File: src/design/gba_pkg.sv
`default_nettype none
// ----------------------------------------------------------------------------
// gba_pkg
// Shared types and constants for the growable bump allocator.
// ----------------------------------------------------------------------------
package gba_pkg;

    localparam int SUM_W    = 33;   // base address plus cursor
    localparam int CAP_W    = 29;
    localparam int ALIGN_W  = 13;
    localparam int SIZE_W   = 24;
    localparam int PADDR_W  = 4;

    localparam logic [CAP_W-1:0] INIT_CAP_RST = 29'd4096;
    localparam logic [7:0]       PERIOD_RST   = 8'd30;

    // register indexes on the configuration port
    localparam logic [1:0] REG_BASE   = 2'd0;
    localparam logic [1:0] REG_INIT   = 2'd1;
    localparam logic [1:0] REG_PERIOD = 2'd2;

    localparam logic MODE_ALLOC = 1'b0;
    localparam logic MODE_FRAME = 1'b1;

    typedef struct packed {
        logic               mode;
        logic [SIZE_W-1:0]  alloc_size;
        logic [ALIGN_W-1:0] align_bytes;
    } gba_req_t;

    typedef struct packed {
        logic [CAP_W-1:0] offset;
        logic             grew;
        logic             shrank;
        logic             refused;
        logic [CAP_W-1:0] capacity_now;
    } gba_rsp_t;

    typedef struct packed {
        logic load;
        logic div_start;
        logic pad_en;
        logic sum_en;
        logic grow_en;
        logic commit_alloc;
        logic feval_en;
        logic commit_frame;
    } gba_cmd_t;

    typedef struct packed {
        logic req_frame;
        logic req_align_zero;
        logic div_done;
        logic out_free;
    } gba_stat_t;

    typedef enum logic [7:0] {
        S_IDLE    = 8'b0000_0001,
        S_DIV     = 8'b0000_0010,
        S_PAD     = 8'b0000_0100,
        S_SUM     = 8'b0000_1000,
        S_GROW    = 8'b0001_0000,
        S_COMMIT  = 8'b0010_0000,
        S_FEVAL   = 8'b0100_0000,
        S_FCOMMIT = 8'b1000_0000
    } gba_state_t;

endpackage
`default_nettype wire

File: src/design/growable_bump_allocator.sv
`default_nettype none
// ----------------------------------------------------------------------------
// growable_bump_allocator
// Bump allocator over one region with capacity growth and delayed shrink.
// ----------------------------------------------------------------------------
// One transaction is processed at a time, and the input stalls until the current
// one is done. An allocate with zero alignment steps through accept, pad, sum,
// grow check and commit, and its result is registered at the commit. With
// nonzero alignment a remainder step comes between accept and pad: the
// bit-serial remainder unit computes (base_address + cursor) mod align_bytes,
// and the pad step follows once it signals done. A frame reset steps through
// accept, evaluation and commit. A finished result sits in an output register,
// so the next transaction is accepted while it waits to be taken. The commit of
// that next transaction waits until the register is free. Configuration
// registers (base 0x0, initial capacity 0x4, shrink period 0x8) are to be
// written by the user only while the block is idle; the block itself does not
// enforce this. Writing the initial capacity also reloads the current capacity.
// ----------------------------------------------------------------------------
module growable_bump_allocator #(
    parameter int unsigned CAPACITY_LIMIT = 268435456
) (
    input  wire logic                        clk,
    input  wire logic                        rst_n,
    input  wire logic                        req_valid,
    output logic                             req_stall,
    input  wire gba_pkg::gba_req_t           req,
    output logic                             rsp_valid,
    input  wire logic                        rsp_stall,
    output gba_pkg::gba_rsp_t                rsp,
    input  wire logic                        psel,
    input  wire logic                        penable,
    input  wire logic                        pwrite,
    input  wire logic [gba_pkg::PADDR_W-1:0] paddr,
    input  wire logic [31:0]                 pwdata,
    output logic [31:0]                      prdata,
    output logic                             pready
);

    gba_pkg::gba_cmd_t  cmd;
    gba_pkg::gba_stat_t stat;
    logic               cfg_wr;

    assign pready = 1'b1;
    assign cfg_wr = psel && penable && pwrite && pready;

    gba_ctrl u_ctrl (
        .clk       (clk),
        .rst_n     (rst_n),
        .req_valid (req_valid),
        .req_stall (req_stall),
        .stat      (stat),
        .cmd       (cmd)
    );

    gba_dp #(
        .CAPACITY_LIMIT (CAPACITY_LIMIT)
    ) u_dp (
        .clk       (clk),
        .rst_n     (rst_n),
        .cmd       (cmd),
        .stat      (stat),
        .req       (req),
        .rsp       (rsp),
        .rsp_valid (rsp_valid),
        .rsp_stall (rsp_stall),
        .cfg_wr    (cfg_wr),
        .paddr     (paddr),
        .pwdata    (pwdata),
        .prdata    (prdata)
    );

endmodule
`default_nettype wire

File: src/design/gba_rem.sv
`default_nettype none
// ----------------------------------------------------------------------------
// gba_rem
// Restoring remainder unit, one dividend bit per cycle.
// ----------------------------------------------------------------------------
module gba_rem (
    input  wire logic                        clk,
    input  wire logic                        rst_n,
    input  wire logic                        start,
    input  wire logic [gba_pkg::SUM_W-1:0]   dividend,
    input  wire logic [gba_pkg::ALIGN_W-1:0] divisor,
    output logic                             done,
    output logic [gba_pkg::ALIGN_W-1:0]      rem
);

    localparam int CNT_W = $clog2(gba_pkg::SUM_W + 1);

    logic [gba_pkg::SUM_W-1:0]   dvd_reg, dvd_next;
    logic [gba_pkg::ALIGN_W:0]   rem_reg, rem_next;
    logic [gba_pkg::ALIGN_W-1:0] div_reg, div_next;
    logic [CNT_W-1:0]            cnt_reg, cnt_next;
    logic                        busy_reg, busy_next;
    logic                        done_reg, done_next;
    logic [gba_pkg::ALIGN_W:0]   trial;

    always_comb
    begin
        trial     = {rem_reg[gba_pkg::ALIGN_W-1:0], dvd_reg[gba_pkg::SUM_W-1]};
        dvd_next  = dvd_reg;
        rem_next  = rem_reg;
        div_next  = div_reg;
        cnt_next  = cnt_reg;
        busy_next = busy_reg;
        done_next = 1'b0;
        if (start)
        begin
            dvd_next  = dividend;
            rem_next  = '0;
            div_next  = divisor;
            cnt_next  = CNT_W'(gba_pkg::SUM_W);
            busy_next = 1'b1;
        end
        else if (busy_reg)
        begin
            dvd_next = {dvd_reg[gba_pkg::SUM_W-2:0], 1'b0};
            if (trial >= {1'b0, div_reg})
                rem_next = trial - {1'b0, div_reg};
            else
                rem_next = trial;
            cnt_next = cnt_reg - 1'b1;
            if (cnt_reg == CNT_W'(1))
            begin
                busy_next = 1'b0;
                done_next = 1'b1;
            end
        end
    end

    always_ff @(posedge clk or negedge rst_n)
    begin
        if (!rst_n)
        begin
            busy_reg <= 1'b0;
            done_reg <= 1'b0;
            cnt_reg  <= '0;
        end
        else
        begin
            busy_reg <= busy_next;
            done_reg <= done_next;
            cnt_reg  <= cnt_next;
        end
    end

    always_ff @(posedge clk)
    begin
        dvd_reg <= dvd_next;
        rem_reg <= rem_next;
        div_reg <= div_next;
    end

    assign done = done_reg;
    assign rem  = rem_reg[gba_pkg::ALIGN_W-1:0];

endmodule
`default_nettype wire

File: src/design/gba_dp.sv
`default_nettype none
// ----------------------------------------------------------------------------
// gba_dp
// Allocator datapath: config registers, cursor, capacity, peak, shrink timer,
// padding arithmetic and the result register.
// ----------------------------------------------------------------------------
module gba_dp #(
    parameter int unsigned CAPACITY_LIMIT = 268435456
) (
    input  wire logic                        clk,
    input  wire logic                        rst_n,
    input  wire gba_pkg::gba_cmd_t           cmd,
    output gba_pkg::gba_stat_t               stat,
    input  wire gba_pkg::gba_req_t           req,
    output gba_pkg::gba_rsp_t                rsp,
    output logic                             rsp_valid,
    input  wire logic                        rsp_stall,
    input  wire logic                        cfg_wr,
    input  wire logic [gba_pkg::PADDR_W-1:0] paddr,
    input  wire logic [31:0]                 pwdata,
    output logic [31:0]                      prdata
);

    localparam int CW = gba_pkg::CAP_W;
    localparam logic [CW-1:0] LIMIT = CW'(CAPACITY_LIMIT);

    logic [31:0]   base_reg;
    logic [CW-1:0] init_reg;
    logic [7:0]    period_reg;
    logic [CW-1:0] cursor_reg, cap_reg, peak_reg;
    logic          pending_reg;
    logic [7:0]    count_reg;

    gba_pkg::gba_req_t item_reg;
    logic [CW:0]       padded_reg;
    logic [CW+1:0]     end_reg, ns_reg;
    logic              over_reg, hit_reg;
    logic [CW:0]       target_reg;

    gba_pkg::gba_rsp_t rsp_reg;
    logic              rsp_valid_reg;

    logic [1:0]                  reg_idx;
    logic [CW-1:0]               init_clamped;
    logic [gba_pkg::ALIGN_W-1:0] rem, pad;
    logic                        div_done;
    logic [gba_pkg::SUM_W-1:0]   dividend;
    logic [CW:0]                 peak2;
    logic                        refuse;

    assign reg_idx  = paddr[3:2];
    assign dividend = {1'b0, base_reg} + gba_pkg::SUM_W'(cursor_reg);

    gba_rem u_rem (
        .clk      (clk),
        .rst_n    (rst_n),
        .start    (cmd.div_start),
        .dividend (dividend),
        .divisor  (req.align_bytes),
        .done     (div_done),
        .rem      (rem)
    );

    always_comb
    begin
        if (pwdata[CW-1:0] == '0)
            init_clamped = CW'(1);
        else if (pwdata[CW-1:0] > LIMIT)
            init_clamped = LIMIT;
        else
            init_clamped = pwdata[CW-1:0];
    end

    always_comb
    begin
        unique case (reg_idx)
            gba_pkg::REG_BASE:   prdata = base_reg;
            gba_pkg::REG_INIT:   prdata = 32'(init_reg);
            gba_pkg::REG_PERIOD: prdata = 32'(period_reg);
            default:             prdata = '0;
        endcase
    end

    assign pad = (item_reg.align_bytes == '0 || rem == '0) ? '0
                 : item_reg.align_bytes - rem;
    assign peak2  = {peak_reg, 1'b0};
    assign refuse = over_reg && (ns_reg > (CW+2)'(LIMIT));

    assign stat.req_frame      = (req.mode == gba_pkg::MODE_FRAME);
    assign stat.req_align_zero = (req.align_bytes == '0);
    assign stat.div_done       = div_done;
    assign stat.out_free       = !rsp_valid_reg || !rsp_stall;

    // working registers of one transaction
    always_ff @(posedge clk)
    begin
        if (cmd.load)
            item_reg <= req;
        if (cmd.pad_en)
            padded_reg <= (CW+1)'(cursor_reg) + (CW+1)'(pad);
        if (cmd.sum_en)
            end_reg <= (CW+2)'(padded_reg) + (CW+2)'(item_reg.alloc_size);
        if (cmd.grow_en)
        begin
            over_reg <= end_reg > (CW+2)'(cap_reg);
            ns_reg   <= (end_reg > {1'b0, cap_reg, 1'b0}) ? end_reg
                        : {1'b0, cap_reg, 1'b0};
        end
        if (cmd.feval_en)
        begin
            hit_reg    <= (count_reg == period_reg);
            target_reg <= (peak2 < {1'b0, init_reg}) ? {1'b0, init_reg} : peak2;
        end
        if (cmd.commit_alloc)
        begin
            rsp_reg.offset  <= refuse ? '0 : padded_reg[CW-1:0];
            rsp_reg.grew    <= over_reg && !refuse;
            rsp_reg.shrank  <= 1'b0;
            rsp_reg.refused <= refuse;
            rsp_reg.capacity_now <= (over_reg && !refuse) ? ns_reg[CW-1:0] : cap_reg;
        end
        if (cmd.commit_frame)
        begin
            rsp_reg.offset  <= '0;
            rsp_reg.grew    <= 1'b0;
            rsp_reg.refused <= 1'b0;
            if (pending_reg && hit_reg && target_reg < {1'b0, cap_reg})
            begin
                rsp_reg.shrank       <= 1'b1;
                rsp_reg.capacity_now <= target_reg[CW-1:0];
            end
            else
            begin
                rsp_reg.shrank       <= 1'b0;
                rsp_reg.capacity_now <= cap_reg;
            end
        end
    end

    // allocator state and configuration
    always_ff @(posedge clk or negedge rst_n)
    begin
        if (!rst_n)
        begin
            base_reg      <= '0;
            init_reg      <= gba_pkg::INIT_CAP_RST;
            period_reg    <= gba_pkg::PERIOD_RST;
            cursor_reg    <= '0;
            cap_reg       <= gba_pkg::INIT_CAP_RST;
            peak_reg      <= '0;
            pending_reg   <= 1'b0;
            count_reg     <= '0;
            rsp_valid_reg <= 1'b0;
        end
        else
        begin
            if (cmd.commit_alloc || cmd.commit_frame)
                rsp_valid_reg <= 1'b1;
            else if (!rsp_stall)
                rsp_valid_reg <= 1'b0;

            if (cmd.commit_alloc && !refuse)
            begin
                if (over_reg)
                begin
                    cap_reg     <= ns_reg[CW-1:0];
                    pending_reg <= 1'b1;
                    count_reg   <= '0;
                end
                cursor_reg <= end_reg[CW-1:0];
                if (end_reg > (CW+2)'(peak_reg))
                    peak_reg <= end_reg[CW-1:0];
            end

            if (cmd.commit_frame)
            begin
                cursor_reg <= '0;
                if (pending_reg)
                begin
                    if (hit_reg)
                    begin
                        if (target_reg < {1'b0, cap_reg})
                            cap_reg <= target_reg[CW-1:0];
                        pending_reg <= 1'b0;
                        count_reg   <= '0;
                        peak_reg    <= '0;
                    end
                    else
                        count_reg <= count_reg + 8'd1;
                end
            end

            if (cfg_wr)
            begin
                unique case (reg_idx)
                    gba_pkg::REG_BASE:   base_reg <= pwdata;
                    gba_pkg::REG_INIT:
                    begin
                        init_reg <= init_clamped;
                        cap_reg  <= init_clamped;
                    end
                    gba_pkg::REG_PERIOD: period_reg <= pwdata[7:0];
                    default: ;
                endcase
            end
        end
    end

    assign rsp       = rsp_reg;
    assign rsp_valid = rsp_valid_reg;

endmodule
`default_nettype wire

File: src/design/gba_ctrl.sv
`default_nettype none
// ----------------------------------------------------------------------------
// gba_ctrl
// Sequencer for one allocate or frame-reset transaction at a time.
// ----------------------------------------------------------------------------
module gba_ctrl (
    input  wire logic               clk,
    input  wire logic               rst_n,
    input  wire logic               req_valid,
    output logic                    req_stall,
    input  wire gba_pkg::gba_stat_t stat,
    output gba_pkg::gba_cmd_t       cmd
);

    gba_pkg::gba_state_t state_reg, state_next;
    logic                accept;

    assign req_stall = (state_reg != gba_pkg::S_IDLE);
    assign accept    = req_valid && (state_reg == gba_pkg::S_IDLE);

    always_comb
    begin
        cmd        = '0;
        state_next = state_reg;
        unique case (state_reg)
            gba_pkg::S_IDLE:
            begin
                if (accept)
                begin
                    cmd.load = 1'b1;
                    if (stat.req_frame)
                        state_next = gba_pkg::S_FEVAL;
                    else if (stat.req_align_zero)
                        state_next = gba_pkg::S_PAD;
                    else
                    begin
                        cmd.div_start = 1'b1;
                        state_next    = gba_pkg::S_DIV;
                    end
                end
            end
            gba_pkg::S_DIV:
            begin
                if (stat.div_done)
                    state_next = gba_pkg::S_PAD;
            end
            gba_pkg::S_PAD:
            begin
                cmd.pad_en = 1'b1;
                state_next = gba_pkg::S_SUM;
            end
            gba_pkg::S_SUM:
            begin
                cmd.sum_en = 1'b1;
                state_next = gba_pkg::S_GROW;
            end
            gba_pkg::S_GROW:
            begin
                cmd.grow_en = 1'b1;
                state_next  = gba_pkg::S_COMMIT;
            end
            gba_pkg::S_COMMIT:
            begin
                // hold until the result register can take the transaction
                if (stat.out_free)
                begin
                    cmd.commit_alloc = 1'b1;
                    state_next       = gba_pkg::S_IDLE;
                end
            end
            gba_pkg::S_FEVAL:
            begin
                cmd.feval_en = 1'b1;
                state_next   = gba_pkg::S_FCOMMIT;
            end
            gba_pkg::S_FCOMMIT:
            begin
                if (stat.out_free)
                begin
                    cmd.commit_frame = 1'b1;
                    state_next       = gba_pkg::S_IDLE;
                end
            end
            default:
                state_next = gba_pkg::S_IDLE;
        endcase
    end

    always_ff @(posedge clk or negedge rst_n)
    begin
        if (!rst_n)
            state_reg <= gba_pkg::S_IDLE;
        else
            state_reg <= state_next;
    end

endmodule
`default_nettype wire

File: config.mk
export PLATFORM = sky130hd
export DESIGN_NAME = growable_bump_allocator
export DESIGN_NICKNAME = d
export VERILOG_FILES = /design/src/design/gba_pkg.sv /design/src/design/growable_bump_allocator.sv /design/src/design/gba_rem.sv /design/src/design/gba_dp.sv /design/src/design/gba_ctrl.sv
export SDC_FILE = /design/constraint.sdc
export NUM_CORES = 1
export LEC_CHECK = 0
export BUFFER_PORTS_ARGS = -buffer_cell sky130_fd_sc_hd__buf_4
export CAP_MARGIN = 20
export CORE_ASPECT_RATIO = 1.5
export CORE_MARGIN = 2
export CORE_UTILIZATION = 40
export CTS_BUF_LIST = sky130_fd_sc_hd__clkbuf_8
export DETAILED_ROUTE_END_ITERATION = 8
export SLEW_MARGIN = 25
export SYNTH_ARGS = -nofsm -noshare
export SYNTH_HDL_FRONTEND = slang
export SYNTH_HIERARCHICAL = 1
export SYNTH_SLANG_ARGS = --single-unit
File: constraint.sdc
create_clock -name clk -period 3.7 [get_ports clk]
set_input_delay 1.11 -clock clk [delete_from_list [all_inputs] [get_ports clk]]
set_output_delay 1.11 -clock clk [all_outputs]
set_load 0.01 [all_outputs]
Word level (Yosys, flattened, before mapping)
Cells that the tools add are included.

operators by class
  add/subtract/negate cells = 7
  order comparisons = 8
  reduce and logical (&&, ||, !) cells = 27
  equal/unequal tests = 17
  mux-type cells = 67

operators by type and width
  operator                                                                 number
  29-bit two-way mux                                                       21
  32-bit case mux with 3 select lines                                      1
  33-bit two-way mux                                                       2
  8-bit two-way mux                                                        8
  31-bit by 29-bit > comparator with 1-bit output                          2
  31-bit two-way mux                                                       2
  30-bit by 29-bit < comparator with 1-bit output                          2
  8-bit case mux with 7 select lines                                       1
  13-bit logical NOT                                                       3
  32-bit by 29-bit adder with 33-bit output                                1
  30-bit by 24-bit adder with 31-bit output                                1
  31-bit by 29-bit > comparator with 1-bit output (second input constant)  1
  31-bit by 30-bit > comparator with 1-bit output                          1
  29-bit by 13-bit adder with 30-bit output                                1
  30-bit two-way mux                                                       1
  29-bit > comparator (second input constant)                              1
  29-bit logical NOT                                                       1
  13-bit two-way mux                                                       2
  13-bit subtractor                                                        2
  1-bit two-way mux                                                        23
  14-bit by 13-bit greater-or-equal comparator with 1-bit output           1
  6-bit two-way mux                                                        2
  8-bit by 1-bit adder with 8-bit output (second input constant)           1
  8-bit by 1-bit == test with 1-bit output (second input constant)         1
  26 further kinds                                                         44

word-level totals
  logic and storage cells = 158
  flip-flop bits (word level) = 463
  bits of input ports = 81
  output and inout port bits = 96

Longest topological paths before layout
  depth in word-level cells = 12
  depth in mapped cells = 20
  depth with buffers taken out = 19

Modules after synthesis
The synthesis kept the hierarchy.

modules (own cells, without submodules)
  module                   sequential area each (um^2)  times used  cells an instance  area each (um^2)
  gba_dp                   10517.6                      1           2205               23580.1
  gba_rem                  1841.8                       1           290                3463.3
  gba_ctrl                 201.4                        1           54                 523.0
  growable_bump_allocator  0.0                          1           3                  17.5

Worst setup path after synthesis
OpenSTA, ideal clock, no wires.

  kind = input to register
  start = in req[0] (netlist bit)
  end = reg u_dp/u_rem/dvd_reg[0] (netlist bit), enable pin
  path buffers = 1
  arrival time = 3.787 ns
  required time = 3.312 ns
  path slack = -0.475 ns
  stages = 6
  setup time = 0.388 ns
  cell sequence = or4_1 -> nor4_1 -> nor4_1 -> clkbuf_1 -> nor2_1 -> inv_1

RTL lines
  element               line                           RTL
  start, declared       growable_bump_allocator.sv:26  input wire gba_pkg::gba_req_t req,
  end signal, assigned  gba_rem.sv:77                  dvd_reg <= dvd_next;
  end, declared         gba_rem.sv:18                  logic [gba_pkg::SUM_W-1:0] dvd_reg, dvd_next;

Final worst setup path
  start = reg u_dp/item_reg[12] (netlist bit)
  end = reg u_dp.padded_reg[25], data pin

between the ends
  cells in the longest elaborated chain, start to end = 4
  elaborated cells on any way between the ends = 5
  those cells by class = add/sub (2); mux (1); reduce/logical (2)

ends and longest elaborated chain
  element                                                    line           RTL
  start, declared                                            gba_dp.sv:34   gba_pkg::gba_req_t item_reg;
  start signal, assigned                                     gba_dp.sv:98   item_reg <= req;
  branches (longest 2 deep; another with 13-bit subtractor)  -
  13-bit two-way mux *                                       gba_dp.sv:84   assign pad = (item_reg.align_bytes == '0 || rem == '0) ? '0
  29-bit by 13-bit adder with 30-bit output *                gba_dp.sv:100  padded_reg <= (CW+1)'(cursor_reg) + (CW+1)'(pad);
  end signal, assigned                                       gba_dp.sv:100
  end, declared                                              gba_dp.sv:35   logic [CW:0] padded_reg;

Mark *: on every way between the ends.
A chain may end at the register's enable or synchronous reset.

==> results.cfg <==
[run_status]
status = finished, violations left
violations = negative setup slack

[yosys]
yosys-top-cells-count = edfxtp_1 (237), ha_1 (237), nor2_1 (208), mux2i_1 (199), dfrtp_1 (175)
synthCells = 2552
syn_area_per_cell_um2 = 10.8
yosys.cell_types.count = 91
synth-seq-cells = 463
syn_nets = 2875
synth-edff-count = 237
yosys-top-cells-area = edfxtp_1 (26%), dfrtp_1 (16%), ha_1 (11%), mux2i_1 (7.2%), mux2_2 (4.1%)
syn_area_um2 = 27600
yosysTopAreaCellShare = 0.258
ys_seq_area_frac = 0.455
synth_area_leader_cell = edfxtp_1
yosys_warnings = 6
synth-async-reset-ratio = 0.393
ys.flop_type = edfxtp_1

[power]
irDropWorstVdd_uv = 421
power_leakage_nw = 14.2
p_total_mw = 20.8
p_per_area_nw_per_um2 = 634

[clock_network]
numClockSinks = 463
htree_levels = 3
insertion_delay_ns = 0.70
clk_pin_slew_ns = 0.07
cts.path.max_buffers = 3
cts_hold_buf = 0
cts_root_buffer = clkbuf_8
tritoncts = built
cts_buffers = 75

[routing]
drtIter0Drc = 1253
num_vias = 21600
wl_met2_mm = 42.6
drt-pass1-iter-count = 5
route.detailed.drc = 0
wl_met1_mm = 33.8
wl_per_cell_um = 22.1
wl_mm = 84.5
vias_per_cell = 5.65
routed-wl-met3_mm = 3.96
routed.top_layer = met5
ant_nets = 0

[finish]
largest_reg_flops = 61
post-route-util = 0.483
design_area_um2 = 32900
area_delta_synth_final_pct = 19.2
num-fill-cells = 6316
final_nets = 3195
fin_cells = 3829
drive_gt1_frac = 0.218

[grt]
grt.total_usage = 0.236
grt_pass1_vias = 22800
grt_overflow = 0
antenna_found_initial = 2
grt_max_degree = 63
grt_pass1_wl_mm = 130

[timing]
clock_skew_ns = 0.0433
hold_violations = 0
final-setup-viol-count = 10
post-route-period-util = 1.03
max-slew-margin-rel = 0.426
setup_tns_ns = -0.442
tightestPinTransition_ns = 0.860
rsz0062_at_grt = true
fmax_ghz = 0.262
hold-worst-slack_ns = 0.377
timing.final.ws_setup_ns = -0.118
slew_violations = 0
period_minus_slack_ns = 3.82

[floorplan]
start_util = 0.405
core-area_um2 = 68100
die_x_um = 218
ios = 177
dieArea_um2 = 71100
row_count = 117
dieHeight_um = 326

[critical_path]
endpoint = u_dp/padded_reg[25]$_DFFE_PP_
critPathLaunch = u_dp/item_reg[12]$_DFFE_PP_
cp_num_buf_inv = 3
path_depth = 17
startpoint_type = flop
crit_required_ns = 4.11
crit_type = reg2reg
r2r_slack_ns = -0.12
reg2reg_depth = 17
r2r-start = u_dp/item_reg[12]$_DFFE_PP_
path_cells = or4_4, nor4_4, buf_4, nand4_1, nand2_2, buf_4, nor2_1, ha_1, a21o_1, a21oi_2, o21ai_2, nor3_4, nor2_2, a41o_1, buf_12, and4_1, xor2_1
r2r_end = u_dp/padded_reg[25]$_DFFE_PP_
critPathSlowestCell = or4_4
cp-end-kind = flop
critical_path.top_delay_family = simple AND/OR/NAND/NOR gates
max_stage_delay_ns = 0.56
cp_common_cell = buf_4
critical_path.max_fanout = 8
cp.arrival_ns = 4.23

[placement]
postPlaceCellArea_um2 = 31000
dp.cells = 3672
hpwl_mm = 66.1
dp_slack_ns = -0.433
place.port_buffers = 173
place_congestion = 0.919

[job]
cap_violations = 0

[min_path]
hold_path.class = in2async
[repair_timing]
| item | 4_1_cts | 5_1_grt |
|---|---|---|
| gates resized for setup | 38 | 33 |
| pin swaps | 39 | 28 |
| buffers inserted | 11 | 6 |
| setup endpoints to repair | 17 | 20 |
[worst min-delay path by stage]
stage	start	end
detailed placement	u_dp/rsp[52]$_SDFFE_PP0P_	u_dp/rsp[52]$_SDFFE_PP0P_
finish	rst_n	u_dp/cap_reg[26]$_DFF_PN0_
floorplan	u_dp/padded_reg[0]$_DFFE_PP_	u_dp/rsp[32]$_SDFFE_PP0P_
CTS	rst_n	u_dp/cap_reg[20]$_DFF_PN0_
global placement	u_dp/rsp[48]$_SDFFE_PP0P_	u_dp/rsp[48]$_SDFFE_PP0P_
global route	rst_n	u_dp/cap_reg[26]$_DFF_PN0_
[cell usage in the layout, fill, tap and decap left out, types with 7 or more instances in the layout]
cell      netlist  routed
a31oi_1        11      11
xnor2_1        73      73
o21ai_0       116     108
buf_12          0      10
edfxtp_1      237     237
o311ai_0       29      29
clkinv_1        0       9
a22o_1         31      31
a21oi_1       104      91
mux2_2        100     100
nand3_1        75      72
xor2_1         33      33
dfrtp_1       175     175
a21o_1         69      69
nand2_1       125     123
mux2i_1       199     199
nor4_1         34      32
inv_1         157     181
ha_1          237     233
nor3_1         40      33
and2_1         14      13
buf_4           9     323
dfxtp_1        44      43
nand2b_1       18      18
nor3b_1        16      10
a211oi_1       16      16
nor2_1        208     203
nor2b_1        22      20
o21bai_1       16      15
clkinv_2        0      10
clkbuf_8        0      85
and3_1         16      15
dfstp_2         7       7
nand4_1        43      43
o21a_1         25      25
a21oi_2         2      14
or3_1           8       7
o211ai_1       12      12
o22ai_1        31      30
[where the power goes]
part | total [mW] | leakage, nW | switching, mW | internal [mW]
clock | 4.58 | 0.861 | 2.20 | 2.38
sequential | 7.52 | 4.95 | 0.792 | 6.73
combinational | 8.74 | 8.38 | 4.73 | 4.01
[area by class of cell]
class,instances,area [um^2],area share
inverters,157,589,0.0179
multi-input cells,1836,14400,0.438
diodes,2,5.00,0.000152
well taps,892,1120,0.0339
repair buffers,339,2700,0.0820
clock buffers,84,1160,0.0352
flip-flops and latches,463,12600,0.382
clock inverters,56,362,0.0110
[layer usage]
| layer | vias up | track usage |
|---|---|---|
| met5 | - | 0 |
| met4 | 2 | 0.113 |
| met3 | 178 | 0.0320 |
| met2 | 617 | 0.418 |
| met1 | 10700 | 0.280 |
| li1 | 10100 | - |
[logic make-up (layout without fill, tap and decap cells)]
group	count (synthesis)	after routing	share of synthesized area
AO/OA/AOI/OAI	537	537	0.133
flip-flops	463	463	0.455
other	1	3	0.000136
XOR/XNOR	106	106	0.0337
AND/OR/NAND/NOR	649	649	0.116
multiplexers	301	301	0.114
buffers and inverters	253	636	0.0365
adder cells (fa/ha/maj)	242	242	0.111
No activity file was read; power rests on OpenSTA's default activity.
